$ cat config.mk
export PLATFORM = sky130hd
export DESIGN_NAME = periodic_timer_task_queue_unit_flat
export DESIGN_NICKNAME = d
export VERILOG_FILES = /design/src/ptq_pkg.sv /design/src/ptq_if.sv /design/src/ptq_alu.sv /design/src/ptq_seq.sv /design/src/periodic_timer_task_queue_unit.sv /design/src/flat_wrapper.sv
export SDC_FILE = /design/constraint.sdc
export NUM_CORES = 2
export LEC_CHECK = 0
export BUFFER_PORTS_ARGS = -buffer_cell sky130_fd_sc_hd__buf_4
export CORE_UTILIZATION = 57
export DETAILED_ROUTE_END_ITERATION = 12
export PLACE_DENSITY = 0.85
export REMOVE_ABC_BUFFERS = 1
export SYNTH_ARGS = -nofsm -noshare
export SYNTH_HDL_FRONTEND = slang
export SYNTH_SLANG_ARGS = --single-unit
export TNS_END_PERCENT = 20
$ cat constraint.sdc
create_clock -name clk_i -period 8.38 [get_ports clk_i]
set_clock_uncertainty 0.1 [all_clocks]
set_input_delay 0.838 -clock clk_i [delete_from_list [all_inputs] [get_ports clk_i]]
set_output_delay 0.838 -clock clk_i [all_outputs]
set_load 0.005 [all_outputs]
$ cat src/ptq_pkg.sv
// ---------------------------------------------------------------------------
// Timer task queue package
// Field widths, codes, state encoding and shared structures.
// ---------------------------------------------------------------------------
package ptq_pkg;

  localparam int unsigned MODE_W   = 3;
  localparam int unsigned JOB_W    = 8;
  localparam int unsigned DLY_W    = 24;
  localparam int unsigned DSLOT_W  = 4;
  localparam int unsigned KIND_W   = 2;
  localparam int unsigned OSLOT_W  = 4;
  localparam int unsigned TK_W     = 2;
  localparam int unsigned TIME_W   = 32;
  localparam int unsigned MAX_OUT  = 16;
  localparam int unsigned N_W      = $clog2(MAX_OUT + 1);

  typedef enum logic [MODE_W-1:0] {
    MODE_TICK  = 3'd0,
    MODE_ONCE  = 3'd1,
    MODE_RATE  = 3'd2,
    MODE_DELAY = 3'd3,
    MODE_DONE  = 3'd4,
    MODE_STOP  = 3'd5
  } mode_e;

  typedef enum logic [KIND_W-1:0] {
    KIND_FIRED  = 2'd0,
    KIND_ACCEPT = 2'd1,
    KIND_REJECT = 2'd2,
    KIND_IGNORE = 2'd3
  } kind_e;

  localparam logic [TK_W-1:0] TK_ONCE  = 2'd0;
  localparam logic [TK_W-1:0] TK_RATE  = 2'd1;
  localparam logic [TK_W-1:0] TK_DELAY = 2'd2;

  typedef enum logic [2:0] {
    ST_IDLE,
    ST_FREE,
    ST_SCHED,
    ST_SCAN,
    ST_DECIDE,
    ST_FLUSH,
    ST_DONE_RD,
    ST_DONE_WR
  } st_e;

  typedef struct packed {
    logic [MODE_W-1:0]  mode;
    logic [JOB_W-1:0]   job_id;
    logic [DLY_W-1:0]   delay;
    logic [DLY_W-1:0]   period;
    logic [DSLOT_W-1:0] done_slot;
  } item_t;

  typedef struct packed {
    logic [KIND_W-1:0]  kind;
    logic [JOB_W-1:0]   job;
    logic [OSLOT_W-1:0] slot;
    logic [TK_W-1:0]    tk;
    logic               last;
  } res_t;

  typedef struct packed {
    logic [TIME_W-1:0] a;
    logic [TIME_W-1:0] b;
    logic [TIME_W-1:0] cmp;
    logic              sub;
  } alu_req_t;

  typedef struct packed {
    logic [TIME_W-1:0] sum;
    logic              gt;
  } alu_rsp_t;

endpackage

$ cat src/ptq_if.sv
// ---------------------------------------------------------------------------
// Timer task queue channels
// Request and result channels with valid/ready handshake.
// ---------------------------------------------------------------------------
interface ptq_in_if import ptq_pkg::*; ();
  logic               valid;
  logic               ready;
  logic [MODE_W-1:0]  mode;
  logic [JOB_W-1:0]   job_id;
  logic [DLY_W-1:0]   delay;
  logic [DLY_W-1:0]   period;
  logic [DSLOT_W-1:0] done_slot;

  modport source (output valid, mode, job_id, delay, period, done_slot, input ready);
  modport sink   (input valid, mode, job_id, delay, period, done_slot, output ready);
endinterface

interface ptq_out_if import ptq_pkg::*; ();
  logic               valid;
  logic               ready;
  logic [KIND_W-1:0]  kind;
  logic [JOB_W-1:0]   out_job_id;
  logic [OSLOT_W-1:0] out_slot;
  logic [TK_W-1:0]    task_kind;
  logic               last;

  modport source (output valid, kind, out_job_id, out_slot, task_kind, last, input ready);
  modport sink   (input valid, kind, out_job_id, out_slot, task_kind, last, output ready);
endinterface

$ cat src/ptq_alu.sv
// ---------------------------------------------------------------------------
// Timer task queue arithmetic unit
// Shared 32-bit add/subtract with a magnitude compare on the result.
// ---------------------------------------------------------------------------
module ptq_alu import ptq_pkg::*; (
  input  alu_req_t req_i,
  output alu_rsp_t rsp_o
);

  logic [TIME_W-1:0] sum;

  assign sum       = req_i.sub ? (req_i.a - req_i.b) : (req_i.a + req_i.b);
  assign rsp_o.sum = sum;
  assign rsp_o.gt  = (sum > req_i.cmp);

endmodule

$ cat src/ptq_seq.sv
// ---------------------------------------------------------------------------
// Timer task queue sequencer
// Slot table, time counter and the control that steps the shared unit.
// ---------------------------------------------------------------------------
module ptq_seq import ptq_pkg::*; #(
  parameter int unsigned SLOTS      = 16,
  parameter int unsigned DELAY_BITS = 24
) (
  input  logic     clk_i,
  input  logic     rst_ni,
  input  logic     in_valid_i,
  output logic     in_ready_o,
  input  item_t    item_i,
  input  logic     out_free_i,
  output logic     emit_o,
  output res_t     res_o,
  output alu_req_t alu_req_o,
  input  alu_rsp_t alu_rsp_i
);

  localparam int unsigned SW = $clog2(SLOTS);
  localparam int unsigned CW = SW + 1;
  localparam int unsigned PW = (DELAY_BITS < DLY_W) ? DELAY_BITS : DLY_W;
  localparam int unsigned XW = SW + DSLOT_W;

  typedef struct packed {
    logic [TK_W-1:0]   tk;
    logic [TIME_W-1:0] due;
    logic [PW-1:0]     per;
    logic [JOB_W-1:0]  job;
  } slot_t;

  function automatic logic [OSLOT_W-1:0] slot4(input logic [SW-1:0] s);
    logic [SW+OSLOT_W-1:0] w;
    w = (SW + OSLOT_W)'(s);
    return w[OSLOT_W-1:0];
  endfunction

  // control state
  st_e              st_q, st_d;
  logic [TIME_W-1:0] now_q, now_d;
  logic             stopped_q, stopped_d;
  logic [SLOTS-1:0] valid_q, valid_d;
  logic [SLOTS-1:0] parked_q, parked_d;
  logic [SLOTS-1:0] fired_q, fired_d;
  logic [CW-1:0]    idx_q, idx_d;
  logic             pipe_vld_q, pipe_vld_d;
  logic             found_q, found_d;
  logic             pend_vld_q, pend_vld_d;
  logic [N_W-1:0]   n_q, n_d;

  // payload
  logic [JOB_W-1:0]  job_q, job_d;
  logic [PW-1:0]     dly_q, dly_d;
  logic [PW-1:0]     per_q, per_d;
  logic [TK_W-1:0]   tk_q, tk_d;
  logic [SW-1:0]     didx_q, didx_d;
  logic [SW-1:0]     pipe_idx_q, pipe_idx_d;
  logic [SW-1:0]     best_idx_q, best_idx_d;
  logic [TIME_W-1:0] best_late_q, best_late_d;
  slot_t             best_q, best_d;
  res_t              pend_q, pend_d;

  // slot table
  slot_t   mem_q [SLOTS];
  slot_t   rd_q;
  logic    wr_en;
  logic [SW-1:0] wr_addr, rd_addr;
  slot_t   wr_data;

  // completion slot decode
  logic [XW-1:0] done_w;
  logic          done_in_range;
  logic [SW-1:0] done_idx;
  logic [PW-1:0] per_in;
  logic          elig;

  assign done_w        = XW'(item_i.done_slot);
  assign done_in_range = (done_w < XW'(SLOTS));
  assign done_idx      = done_w[SW-1:0];
  assign per_in        = item_i.period[PW-1:0];

  always_ff @(posedge clk_i) begin
    if (wr_en) begin
      mem_q[wr_addr] <= wr_data;
    end
    rd_q <= mem_q[rd_addr];
  end

  always_ff @(posedge clk_i or negedge rst_ni) begin
    if (!rst_ni) begin
      st_q       <= ST_IDLE;
      now_q      <= '0;
      stopped_q  <= 1'b0;
      valid_q    <= '0;
      parked_q   <= '0;
      fired_q    <= '0;
      idx_q      <= '0;
      pipe_vld_q <= 1'b0;
      found_q    <= 1'b0;
      pend_vld_q <= 1'b0;
      n_q        <= '0;
    end else begin
      st_q       <= st_d;
      now_q      <= now_d;
      stopped_q  <= stopped_d;
      valid_q    <= valid_d;
      parked_q   <= parked_d;
      fired_q    <= fired_d;
      idx_q      <= idx_d;
      pipe_vld_q <= pipe_vld_d;
      found_q    <= found_d;
      pend_vld_q <= pend_vld_d;
      n_q        <= n_d;
    end
  end

  always_ff @(posedge clk_i) begin
    job_q       <= job_d;
    dly_q       <= dly_d;
    per_q       <= per_d;
    tk_q        <= tk_d;
    didx_q      <= didx_d;
    pipe_idx_q  <= pipe_idx_d;
    best_idx_q  <= best_idx_d;
    best_late_q <= best_late_d;
    best_q      <= best_d;
    pend_q      <= pend_d;
  end

  always_comb begin
    st_d        = st_q;
    now_d       = now_q;
    stopped_d   = stopped_q;
    valid_d     = valid_q;
    parked_d    = parked_q;
    fired_d     = fired_q;
    idx_d       = idx_q;
    pipe_vld_d  = pipe_vld_q;
    found_d     = found_q;
    pend_vld_d  = pend_vld_q;
    n_d         = n_q;
    job_d       = job_q;
    dly_d       = dly_q;
    per_d       = per_q;
    tk_d        = tk_q;
    didx_d      = didx_q;
    pipe_idx_d  = pipe_idx_q;
    best_idx_d  = best_idx_q;
    best_late_d = best_late_q;
    best_d      = best_q;
    pend_d      = pend_q;
    wr_en       = 1'b0;
    wr_addr     = best_idx_q;
    wr_data     = best_q;
    rd_addr     = idx_q[SW-1:0];
    alu_req_o.a   = now_q;
    alu_req_o.b   = '0;
    alu_req_o.cmp = best_late_q;
    alu_req_o.sub = 1'b0;
    emit_o      = 1'b0;
    res_o       = pend_q;
    in_ready_o  = (st_q == ST_IDLE);
    elig        = 1'b0;

    case (st_q)
      ST_IDLE: begin
        if (in_valid_i) begin
          job_d  = item_i.job_id;
          dly_d  = item_i.delay[PW-1:0];
          per_d  = (per_in == '0) ? PW'(1) : per_in;
          tk_d   = TK_W'(item_i.mode - MODE_W'(MODE_ONCE));
          didx_d = done_idx;
          pend_d      = '0;
          pend_d.kind = KIND_IGNORE;
          case (item_i.mode)
            MODE_TICK: begin
              alu_req_o.b = TIME_W'(1);
              now_d       = alu_rsp_i.sum;
              fired_d     = '0;
              if (!stopped_q) begin
                st_d       = ST_SCAN;
                idx_d      = '0;
                pipe_vld_d = 1'b0;
                found_d    = 1'b0;
                pend_vld_d = 1'b0;
                n_d        = '0;
              end
            end
            MODE_ONCE, MODE_RATE, MODE_DELAY: begin
              if (stopped_q) begin
                st_d = ST_FLUSH;
              end else begin
                idx_d = '0;
                st_d  = ST_FREE;
              end
            end
            MODE_DONE: begin
              if (!stopped_q && done_in_range && valid_q[done_idx] && parked_q[done_idx]) begin
                st_d = ST_DONE_RD;
              end else begin
                st_d = ST_FLUSH;
              end
            end
            MODE_STOP: begin
              stopped_d = 1'b1;
              valid_d   = '0;
              parked_d  = '0;
            end
            default: begin
              st_d = ST_FLUSH;
            end
          endcase
        end
      end

      ST_FREE: begin
        if (idx_q == CW'(SLOTS)) begin
          pend_d.kind = KIND_REJECT;
          pend_d.job  = job_q;
          pend_d.slot = '0;
          pend_d.tk   = tk_q;
          st_d        = ST_FLUSH;
        end else if (!valid_q[idx_q[SW-1:0]]) begin
          st_d = ST_SCHED;
        end else begin
          idx_d = idx_q + CW'(1);
        end
      end

      ST_SCHED: begin
        alu_req_o.b = TIME_W'(dly_q);
        wr_en       = 1'b1;
        wr_addr     = idx_q[SW-1:0];
        wr_data.tk  = tk_q;
        wr_data.due = alu_rsp_i.sum;
        wr_data.per = per_q;
        wr_data.job = job_q;
        valid_d[idx_q[SW-1:0]]  = 1'b1;
        parked_d[idx_q[SW-1:0]] = 1'b0;
        pend_d.kind = KIND_ACCEPT;
        pend_d.job  = job_q;
        pend_d.slot = slot4(idx_q[SW-1:0]);
        pend_d.tk   = tk_q;
        st_d        = ST_FLUSH;
      end

      ST_SCAN: begin
        // issue one read a cycle, judge the slot read the cycle before
        alu_req_o.b   = rd_q.due;
        alu_req_o.sub = 1'b1;
        if (idx_q != CW'(SLOTS)) begin
          idx_d      = idx_q + CW'(1);
          pipe_vld_d = 1'b1;
          pipe_idx_d = idx_q[SW-1:0];
        end else begin
          pipe_vld_d = 1'b0;
          st_d       = ST_DECIDE;
        end
        elig = pipe_vld_q && valid_q[pipe_idx_q] && !parked_q[pipe_idx_q] &&
               !fired_q[pipe_idx_q] && !alu_rsp_i.sum[TIME_W-1];
        if (elig && (!found_q || alu_rsp_i.gt)) begin
          found_d     = 1'b1;
          best_idx_d  = pipe_idx_q;
          best_late_d = alu_rsp_i.sum;
          best_d      = rd_q;
        end
      end

      ST_DECIDE: begin
        if (out_free_i || !pend_vld_q) begin
          if (found_q) begin
            fired_d[best_idx_q] = 1'b1;
            case (best_q.tk)
              TK_ONCE: valid_d[best_idx_q] = 1'b0;
              TK_RATE: begin
                alu_req_o.a = best_q.due;
                alu_req_o.b = TIME_W'(best_q.per);
                wr_en       = 1'b1;
                wr_data.due = alu_rsp_i.sum;
              end
              default: parked_d[best_idx_q] = 1'b1;
            endcase
            if (pend_vld_q) begin
              emit_o     = 1'b1;
              res_o.last = 1'b0;
            end
            pend_d.kind = KIND_FIRED;
            pend_d.job  = best_q.job;
            pend_d.slot = slot4(best_idx_q);
            pend_d.tk   = best_q.tk;
            pend_vld_d  = 1'b1;
            n_d         = n_q + N_W'(1);
            if (n_d == N_W'(MAX_OUT)) begin
              st_d = ST_FLUSH;
            end else begin
              st_d       = ST_SCAN;
              idx_d      = '0;
              found_d    = 1'b0;
              pipe_vld_d = 1'b0;
            end
          end else begin
            if (pend_vld_q) begin
              emit_o     = 1'b1;
              res_o.last = 1'b1;
            end
            pend_vld_d = 1'b0;
            st_d       = ST_IDLE;
          end
        end
      end

      ST_FLUSH: begin
        if (out_free_i) begin
          emit_o     = 1'b1;
          res_o.last = 1'b1;
          pend_vld_d = 1'b0;
          st_d       = ST_IDLE;
        end
      end

      ST_DONE_RD: begin
        rd_addr = didx_q;
        st_d    = ST_DONE_WR;
      end

      ST_DONE_WR: begin
        if (rd_q.tk == TK_DELAY) begin
          alu_req_o.b      = TIME_W'(rd_q.per);
          wr_en            = 1'b1;
          wr_addr          = didx_q;
          wr_data          = rd_q;
          wr_data.due      = alu_rsp_i.sum;
          parked_d[didx_q] = 1'b0;
          st_d             = ST_IDLE;
        end else begin
          st_d = ST_FLUSH;
        end
      end

      default: begin
        st_d = ST_IDLE;
      end
    endcase
  end

endmodule

$ cat src/periodic_timer_task_queue_unit.sv
// ---------------------------------------------------------------------------
// Periodic timer task queue
// Table of one-time, fixed-rate and fixed-delay tasks driven by ms ticks.
// ---------------------------------------------------------------------------
//  channel | dir | transaction
//  req_i   | in  | mode, job_id, delay, period, done_slot
//  res_o   | out | kind, out_job_id, out_slot, task_kind, last
//
//  Tick: one compare of the shared unit per slot per round and one fire per
//  round, up to the cap of 16 fires; a tick once stopped does not scan.
//  Schedule: free-slot walk.
//  Reset clears time, stop flag and the valid/parked bits; no clearing pass.
//  A held result on res_o stalls the sequencer only when it must emit.
// ---------------------------------------------------------------------------
module periodic_timer_task_queue_unit import ptq_pkg::*; #(
  parameter int unsigned SLOTS      = 16,
  parameter int unsigned DELAY_BITS = 24
) (
  input  logic       clk_i,
  input  logic       rst_ni,
  ptq_in_if.sink     req_i,
  ptq_out_if.source  res_o
);

  item_t    item;
  alu_req_t alu_req;
  alu_rsp_t alu_rsp;
  logic     out_free;
  logic     emit;
  res_t     res;
  logic     in_ready;

  // output register state
  logic out_vld_q, out_vld_d;
  res_t res_q;

  assign item.mode      = req_i.mode;
  assign item.job_id    = req_i.job_id;
  assign item.delay     = req_i.delay;
  assign item.period    = req_i.period;
  assign item.done_slot = req_i.done_slot;
  assign req_i.ready    = in_ready;

  // sequencer owns the table and steps the shared unit
  ptq_seq #(
    .SLOTS      (SLOTS),
    .DELAY_BITS (DELAY_BITS)
  ) u_seq (
    .clk_i      (clk_i),
    .rst_ni     (rst_ni),
    .in_valid_i (req_i.valid),
    .in_ready_o (in_ready),
    .item_i     (item),
    .out_free_i (out_free),
    .emit_o     (emit),
    .res_o      (res),
    .alu_req_o  (alu_req),
    .alu_rsp_i  (alu_rsp)
  );

  // single adder/comparator shared by all arithmetic steps
  ptq_alu u_alu (
    .req_i (alu_req),
    .rsp_o (alu_rsp)
  );

  // result register: free when empty or being taken this cycle
  assign out_free = !out_vld_q || res_o.ready;

  always_comb begin
    out_vld_d = out_vld_q;
    if (emit) begin
      out_vld_d = 1'b1;
    end else if (res_o.ready) begin
      out_vld_d = 1'b0;
    end
  end

  always_ff @(posedge clk_i or negedge rst_ni) begin
    if (!rst_ni) begin
      out_vld_q <= 1'b0;
    end else begin
      out_vld_q <= out_vld_d;
    end
  end

  always_ff @(posedge clk_i) begin
    if (emit) begin
      res_q <= res;
    end
  end

  assign res_o.valid      = out_vld_q;
  assign res_o.kind       = res_q.kind;
  assign res_o.out_job_id = res_q.job;
  assign res_o.out_slot   = res_q.slot;
  assign res_o.task_kind  = res_q.tk;
  assign res_o.last       = res_q.last;

endmodule

$ cat src/flat_wrapper.sv
// flat-port wrapper written by rule: the top's interface ports become plain ports
module periodic_timer_task_queue_unit_flat import ptq_pkg::*;
#(
  parameter int unsigned SLOTS      = 16,
  parameter int unsigned DELAY_BITS = 24
)
  (clk_i, rst_ni, req_i_valid, req_i_mode, req_i_job_id, req_i_delay, req_i_period, req_i_done_slot, req_i_ready, res_o_valid, res_o_kind, res_o_out_job_id, res_o_out_slot, res_o_task_kind, res_o_last, res_o_ready);
  ptq_in_if req_i_i ();
  ptq_out_if res_o_i ();
  input  logic clk_i;
  input  logic rst_ni;
  input wire logic [$bits(req_i_i.valid)-1:0] req_i_valid;
  input wire logic [$bits(req_i_i.mode)-1:0] req_i_mode;
  input wire logic [$bits(req_i_i.job_id)-1:0] req_i_job_id;
  input wire logic [$bits(req_i_i.delay)-1:0] req_i_delay;
  input wire logic [$bits(req_i_i.period)-1:0] req_i_period;
  input wire logic [$bits(req_i_i.done_slot)-1:0] req_i_done_slot;
  output wire logic [$bits(req_i_i.ready)-1:0] req_i_ready;
  output wire logic [$bits(res_o_i.valid)-1:0] res_o_valid;
  output wire logic [$bits(res_o_i.kind)-1:0] res_o_kind;
  output wire logic [$bits(res_o_i.out_job_id)-1:0] res_o_out_job_id;
  output wire logic [$bits(res_o_i.out_slot)-1:0] res_o_out_slot;
  output wire logic [$bits(res_o_i.task_kind)-1:0] res_o_task_kind;
  output wire logic [$bits(res_o_i.last)-1:0] res_o_last;
  input wire logic [$bits(res_o_i.ready)-1:0] res_o_ready;
  assign req_i_i.valid = req_i_valid;
  assign req_i_i.mode = req_i_mode;
  assign req_i_i.job_id = req_i_job_id;
  assign req_i_i.delay = req_i_delay;
  assign req_i_i.period = req_i_period;
  assign req_i_i.done_slot = req_i_done_slot;
  assign req_i_ready = req_i_i.ready;
  assign res_o_valid = res_o_i.valid;
  assign res_o_kind = res_o_i.kind;
  assign res_o_out_job_id = res_o_i.out_job_id;
  assign res_o_out_slot = res_o_i.out_slot;
  assign res_o_task_kind = res_o_i.task_kind;
  assign res_o_last = res_o_i.last;
  assign res_o_i.ready = res_o_ready;
  periodic_timer_task_queue_unit #(.SLOTS(SLOTS), .DELAY_BITS(DELAY_BITS)) u_core (.clk_i(clk_i), .rst_ni(rst_ni), .req_i(req_i_i), .res_o(res_o_i));
endmodule
=== Word-level counts from Yosys, hierarchy flattened ===
Memory sizes are Yosys's and may differ from the RTL's. A register that Yosys moved wholly into a read port is not among the register bits.
Index checks and enable logic that the tools add are counted.

* Input port bits: 67
* Bits in writable memories: 1,056
* Logic and storage cells: 268
* Memories: 1
* Register bits after elaboration: 299
* Output and inout port bits: 19

* Equality and inequality tests: 38
* Bitwise gates (word level): 9
* Reductions and logical operators: 51
* Mux-type cells: 121
* $lt $le $gt $ge: 10
* Add/subtract/negate cells: 5

{| class="wikitable"
|+ Memories
! memory !! depth !! width !! read ports !! clocked after memory_dff !! wr ports !! line !! RTL
|-
| u_core.u_seq.mem_q || 16 || 66 || 1 || 1 || 1 || ptq_seq.sv:65 || <nowiki>slot_t mem_q [SLOTS];</nowiki>
|}

{| class="wikitable"
|+ Operators with widths
! kind !! number
|-
| $mux W16 || 16
|-
| $mux W64 || 3
|-
| $mux W32 || 5
|-
| $pmux W32 S5 || 1
|-
| $pmux W16 S4 || 2
|-
| $pmux W32 S3 || 1
|-
| $mux W66 || 1
|-
| $mux W5 || 13
|-
| $pmux W32 S2 || 1
|-
| $and A16 B16 Y16 || 3
|-
| $not A16 Y16 || 3
|-
| $or A16 B16 Y16 || 3
|-
| $pmux W16 S3 || 1
|-
| $mux W1 || 39
|-
| $mux W3 || 11
|-
| $add A32 B32 Y32 || 1
|-
| $gt A32 B32 Y1 || 1
|-
| $ne A2 B2 Y1 const B || 16
|-
| $pmux W16 S2 || 1
|-
| $sub A32 B32 Y32 || 1
|-
| $lt A4 B5 Y1 const B || 6
|-
| $bmux W1 S4 || 6
|-
| $logic_not A24 Y1 || 1
|-
| $mux W24 || 1
|-
| other kinds (41) || 97
|}

=== Depth between registers and ports, before layout ===
* Word-level depth: 12
* Gate-level depth with buffers: 32
* Mapped depth without buffers: 31

=== Cells and area by module ===
A second synthesis with hierarchy kept.

* Cell total of the unflattened synthesis: 4,411
* Area total of the unflattened synthesis: 60,040.1 µm²

{| class="wikitable"
|+ Modules (own cells, without submodules)
! module !! seq. area each (µm²) !! cells each !! times used !! area an instance (µm²)
|-
| ptq_seq || 40,984.3 || 3,923 || 1 || 56,307.8
|-
| ptq_alu || 0.0 || 468 || 1 || 3,174.3
|-
| periodic_timer_task_queue_unit || 535.5 || 20 || 1 || 558.0
|}

=== Worst setup path before layout ===
OpenSTA, ideal clock, no wires.

* Path kind: input to register
* Start point: input req_i_mode[0]
* End point: register u_core.u_seq.best_idx_q[0] (enable)
* Path slack: -1,039 ps
* Setup time: 456 ps
* Required time: 7,824 ps
* Cell stages on the path: 32
* Path buffers: 1
* Data arrival time: 8,863 ps
* Cells stage by stage: inv_1 ha_1 nor2b_1 and3_1 clkbuf_1 a2111oi_2 ha_1 nand3_1 or3_1 nor4_1 and2b_1 a41oi_1 xor2_1 ha_1 and3_1 nand4_1 a21o_1 a311o_1 a31o_2 o21ai_0 a311oi_1 nor3_1 ha_1 nand2_1 nor2_1 o21ai_0 o221ai_1 o211ai_1 o2111ai_1 nand4_1 a311o_1 inv_1

{| class="wikitable"
|+ RTL lines
! item !! line !! RTL
|-
| from (decl) || flat_wrapper.sv:13 || <nowiki>input wire logic [$bits(req_i_i.mode)-1:0] req_i_mode;</nowiki>
|-
| to (signal assigned) || ptq_seq.sv:125 || <nowiki>best_idx_q <= best_idx_d;</nowiki>
|-
| to (decl) || ptq_seq.sv:59 || <nowiki>logic [SW-1:0] best_idx_q, best_idx_d;</nowiki>
|}

==> results.sh <==
export IMPL_slew_violations=0
export IMPL_rsz0062_at_grt="no"
export IMPL_wl_per_cell_um=30.2
export IMPL_crit_path_start_kind="flop"
export IMPL_r2r_slack_ns=0.32
export IMPL_grt_usage=0.294
export IMPL_async_reset_ff_frac=0.0690
export IMPL_post_route_util=0.651
export IMPL_avgSynthCellArea_um2=17.0
export IMPL_yosys_area_top_type_share=0.649
export IMPL_cts_tree="built"
export IMPL_max_slew_margin=0.174
export IMPL_cp_slowest_cell="dfrtp_2"
export IMPL_path_delay_family="compound AO/OA/AOI/OAI gates"
export IMPL_synth_top_family_by_area="multiplexers"
export IMPL_die_h_um=321
export IMPL_ant_nets=0
export IMPL_static_leakage_power_nw=22.5
export IMPL_grt_pass1_vias=34523
export IMPL_cts_root_buf="clkbuf_16"
export IMPL_critical_path_buf_inv_count=3
export IMPL_critPathKind="flop to flop"
export IMPL_status="finished, final reports clean"
export IMPL_grt_overflow_total=0
export IMPL_drive_gt1_frac=0.228
export IMPL_endpoint_kind="flop"
export IMPL_fmax_ghz=0.124
export IMPL_synthTopCellsByArea="edfxtp_1 65%, mux4_2 10%, dfrtp_1 4.2%, dfxtp_1 2.3%, mux2_2 2.1%"
export IMPL_core_area_um2=101000
export IMPL_die_w_um=321
export IMPL_clock_latency_ns=0.76
export IMPL_drv_cap=0
export IMPL_layout_filler_cells=6255
export IMPL_num_rows=116
export IMPL_finalSetupViolations=0
export IMPL_h_tree_depth=4
export IMPL_numCtsBuffers=137
export IMPL_grt_pass1_wl_um=221000
export IMPL_initial_core_util=0.578
export IMPL_synthXorXnorAreaFrac=0.00693
export IMPL_syn_area_um2=58200
export IMPL_hp_class="primary input to flop"
export IMPL_final_area_um2=65500
export IMPL_syn_to_final_growth_pct=12.6
export IMPL_syn_inst=3412
export IMPL_num_io_pins=86
export IMPL_dp_hpwl_um=84200
export IMPL_post_dp_cell_area_um2=60800
export IMPL_yosys_area_share_simple=0.0522
export IMPL_fin_crit_sh=0.962
export IMPL_synth_seq_cells=1421
export IMPL_max_stage_delay_ns=0.56
export IMPL_via_per_inst=6.80
export IMPL_final_min_clock_period_ns=8.06
export IMPL_synth_ff_type="edfxtp_1"
export IMPL_drt_iter0_drc=4981
export IMPL_finalNetCount=3677
export IMPL_firstDrtPassIters=6
export IMPL_whs_ns=0.156
export IMPL_antenna_found_initial=2
export IMPL_cp_arrival_ns=8.37
export IMPL_synthAdderAreaFrac=0.0165
export IMPL_crit_required_ns=8.69
export IMPL_synth_seq_area_share=0.714
export IMPL_final_cells=5004
export IMPL_place_congestion=0.962
export IMPL_power_density_nw_per_um2=381
export IMPL_clock_sinks=1421
export IMPL_ir_worst_vdd_v=0.000286
export IMPL_synth_compound_area_frac=0.0641
export IMPL_yosys_mux_area_fraction=0.127
export IMPL_drt_total_wl_um=151000
export IMPL_io_buffers=85
export IMPL_hold_viol=0
export IMPL_ys_warn_count=0
export IMPL_synth_edf_count=1257
export IMPL_max_slew_worst_pin_slew_ns=1.24
export IMPL_dp_cells=4746
export IMPL_synth_cell_type_count=74
export IMPL_synth_area_leader_cell="edfxtp_1"
export IMPL_die_area_um2=103000
export IMPL_clk_pin_slew_ns=0.06
export IMPL_grt_max_degree=135
export IMPL_dr_total_vias=34019
export IMPL_route_detailed_drc=0
export IMPL_cts_buffer_depth=3
export IMPL_cp_max_fo=32
[Yosys cell counts (6+ instances only)]
library cell,number
clkbuf_1,160
ha_1,75
a31oi_1,98
mux4_2,269
a211o_1,7
a21oi_1,105
buf_1,27
o21ai_0,91
nor4b_1,9
dfrtp_1,98
a22o_1,31
a222oi_1,19
a211oi_1,74
and3_1,14
nand4_1,27
and2_1,71
a311oi_1,10
nand3_1,46
edfxtp_1,1257
o21a_1,8
dfxtp_1,66
inv_1,61
mux2i_1,11
a22oi_1,34
a21o_1,22
nand2b_1,22
xor2_1,19
nor2b_1,19
o21bai_1,6
nor2_1,123
nor3_1,14
nand2_1,273
mux2_2,108
nor4_1,8
buf_2,25
xnor2_1,27
[through the flow]
stage	power [mW]	setup TNS, ns	setup slack (ns)
final	24.9	0	0.318
after global routing	25.9	0	0.00427
after CTS	24.8	0	0.305
after detailed placement	18.4	-4.42	-0.0847
after global placement	18.1	-3.80	-0.0761
after floorplan	16.1	-2131.44	-19.33
[logic make-up after synthesis]
group / after synthesis
AND/OR/NAND/NOR: 645
buffers and inverters: 279
XOR/XNOR: 46
multiplexers: 390
adder cells (fa/ha/maj): 76
AO/OA/AOI/OAI: 555
flip-flops: 1421
[flip-flops by register name, indices dropped and copies added, names as in the netlist, 3 cells and up]
signal	cells
u_core.u_seq.mem_q	1056
u_core.res_o.out_job_id	8
u_core.u_seq.best_idx_q	4
u_core.u_seq.rd_q	66
u_core.u_seq.st_q	3
u_core.res_o.out_slot	4
u_core.u_seq.per_q	24
u_core.u_seq.now_q	32
u_core.u_seq.best_late_q	32
u_core.u_seq.valid_q	16
u_core.u_seq.best_q	66
u_core.u_seq.parked_q	16
u_core.u_seq.job_q	8
u_core.u_seq.didx_q	4
u_core.u_seq.pipe_idx_q	4
u_core.u_seq.fired_q	16
u_core.u_seq.dly_q	24
u_core.u_seq.n_q	5
u_core.u_seq.res_o	16
u_core.u_seq.idx_q	5
[layer usage]
layer	wire [um]	GRT usage	part of all wire
met5	13	0	0.000086
met4	6730	0.133	0.045
met3	17500	0.0625	0.12
met2	72200	0.466	0.48
met1	54500	0.393	0.36
[timing repair]
action                                  in CTS  in global routing
resized for setup                            0                  5
endpoints found under the setup margin       0                102
hold buffers                                 1                  0
setup buffers                                0                  3
endpoints found under the hold margin       23                  0
[cells in the final DEF (no fill, tap or decap), types with 21 or more instances in the layout]
cell and n:
edfxtp_1 1257, nand2_1 273, mux4_2 269, buf_4 186, clkbuf_16 139, mux2_2 107, a21oi_1 104, nor2_1 103
a31oi_1 98, dfrtp_1 96, o21ai_0 91, ha_1 75, a211oi_1 73, and2_1 71, dfxtp_1 66, inv_1 59
nand3_1 46, a22oi_1 34, a22o_1 31, clkbuf_1 31, xnor2_1 27, nand4_1 27, nand2b_1 22, a21o_1 21
clkinv_2 21
[area by class of cell]
class / instances / area (um2) / area share
repair buffers: 199 / 1640 / 0.0251
clock inverters: 63 / 712 / 0.0109
clock buffers: 188 / 3840 / 0.0587
well taps: 1357 / 1700 / 0.0259
diodes: 1 / 2.50 / 0.0000382
multi-input cells: 1714 / 15800 / 0.242
inverters: 61 / 233 / 0.00356
flip-flops and latches: 1421 / 41500 / 0.634
[power by group]
group / total [mW] / internal [mW] / switching (mW) / leakage (nW)
logic: 8.93 / 3.46 / 5.47 / 7.09
registers: 9.75 / 9.26 / 0.495 / 13.2
clock network: 6.27 / 3.58 / 2.68 / 2.24
[worst reg2reg max path, delay by kind of cell (launching register included)]
family / cells / cell delay [ns]
simple gates: 10 / 2.06
compound gates: 9 / 2.68
mux: 1 / 0.42
fa+ha+maj: 3 / 0.92
buf+inv: 3 / 0.77
flops: 1 / 0.56
xor+xnor: 1 / 0.19
[worst paths after layout]
path	cells after the start	endpoint	from
min	1	u_core.u_seq.dly_q[21]$_DFFE_PP_	req_i_delay[21]
max	27	u_core.u_seq.best_late_q[3]$_DFFE_PP_	u_core.u_seq.st_q[0]$_DFFE_PN0P_
max in group asynchronous	3	u_core.u_seq.st_q[2]$_DFFE_PN0P_	rst_ni
min reg2reg	0	u_core.res_o.kind[0]$_DFFE_PP_	u_core.u_seq.res_o[15]$_DFFE_PP_
max reg2reg	27	u_core.u_seq.best_late_q[3]$_DFFE_PP_	u_core.u_seq.st_q[0]$_DFFE_PN0P_
min in group asynchronous	2	u_core.u_seq.n_q[0]$_DFFE_PN0P_	rst_ni
(Power assumes the default switching activity.)
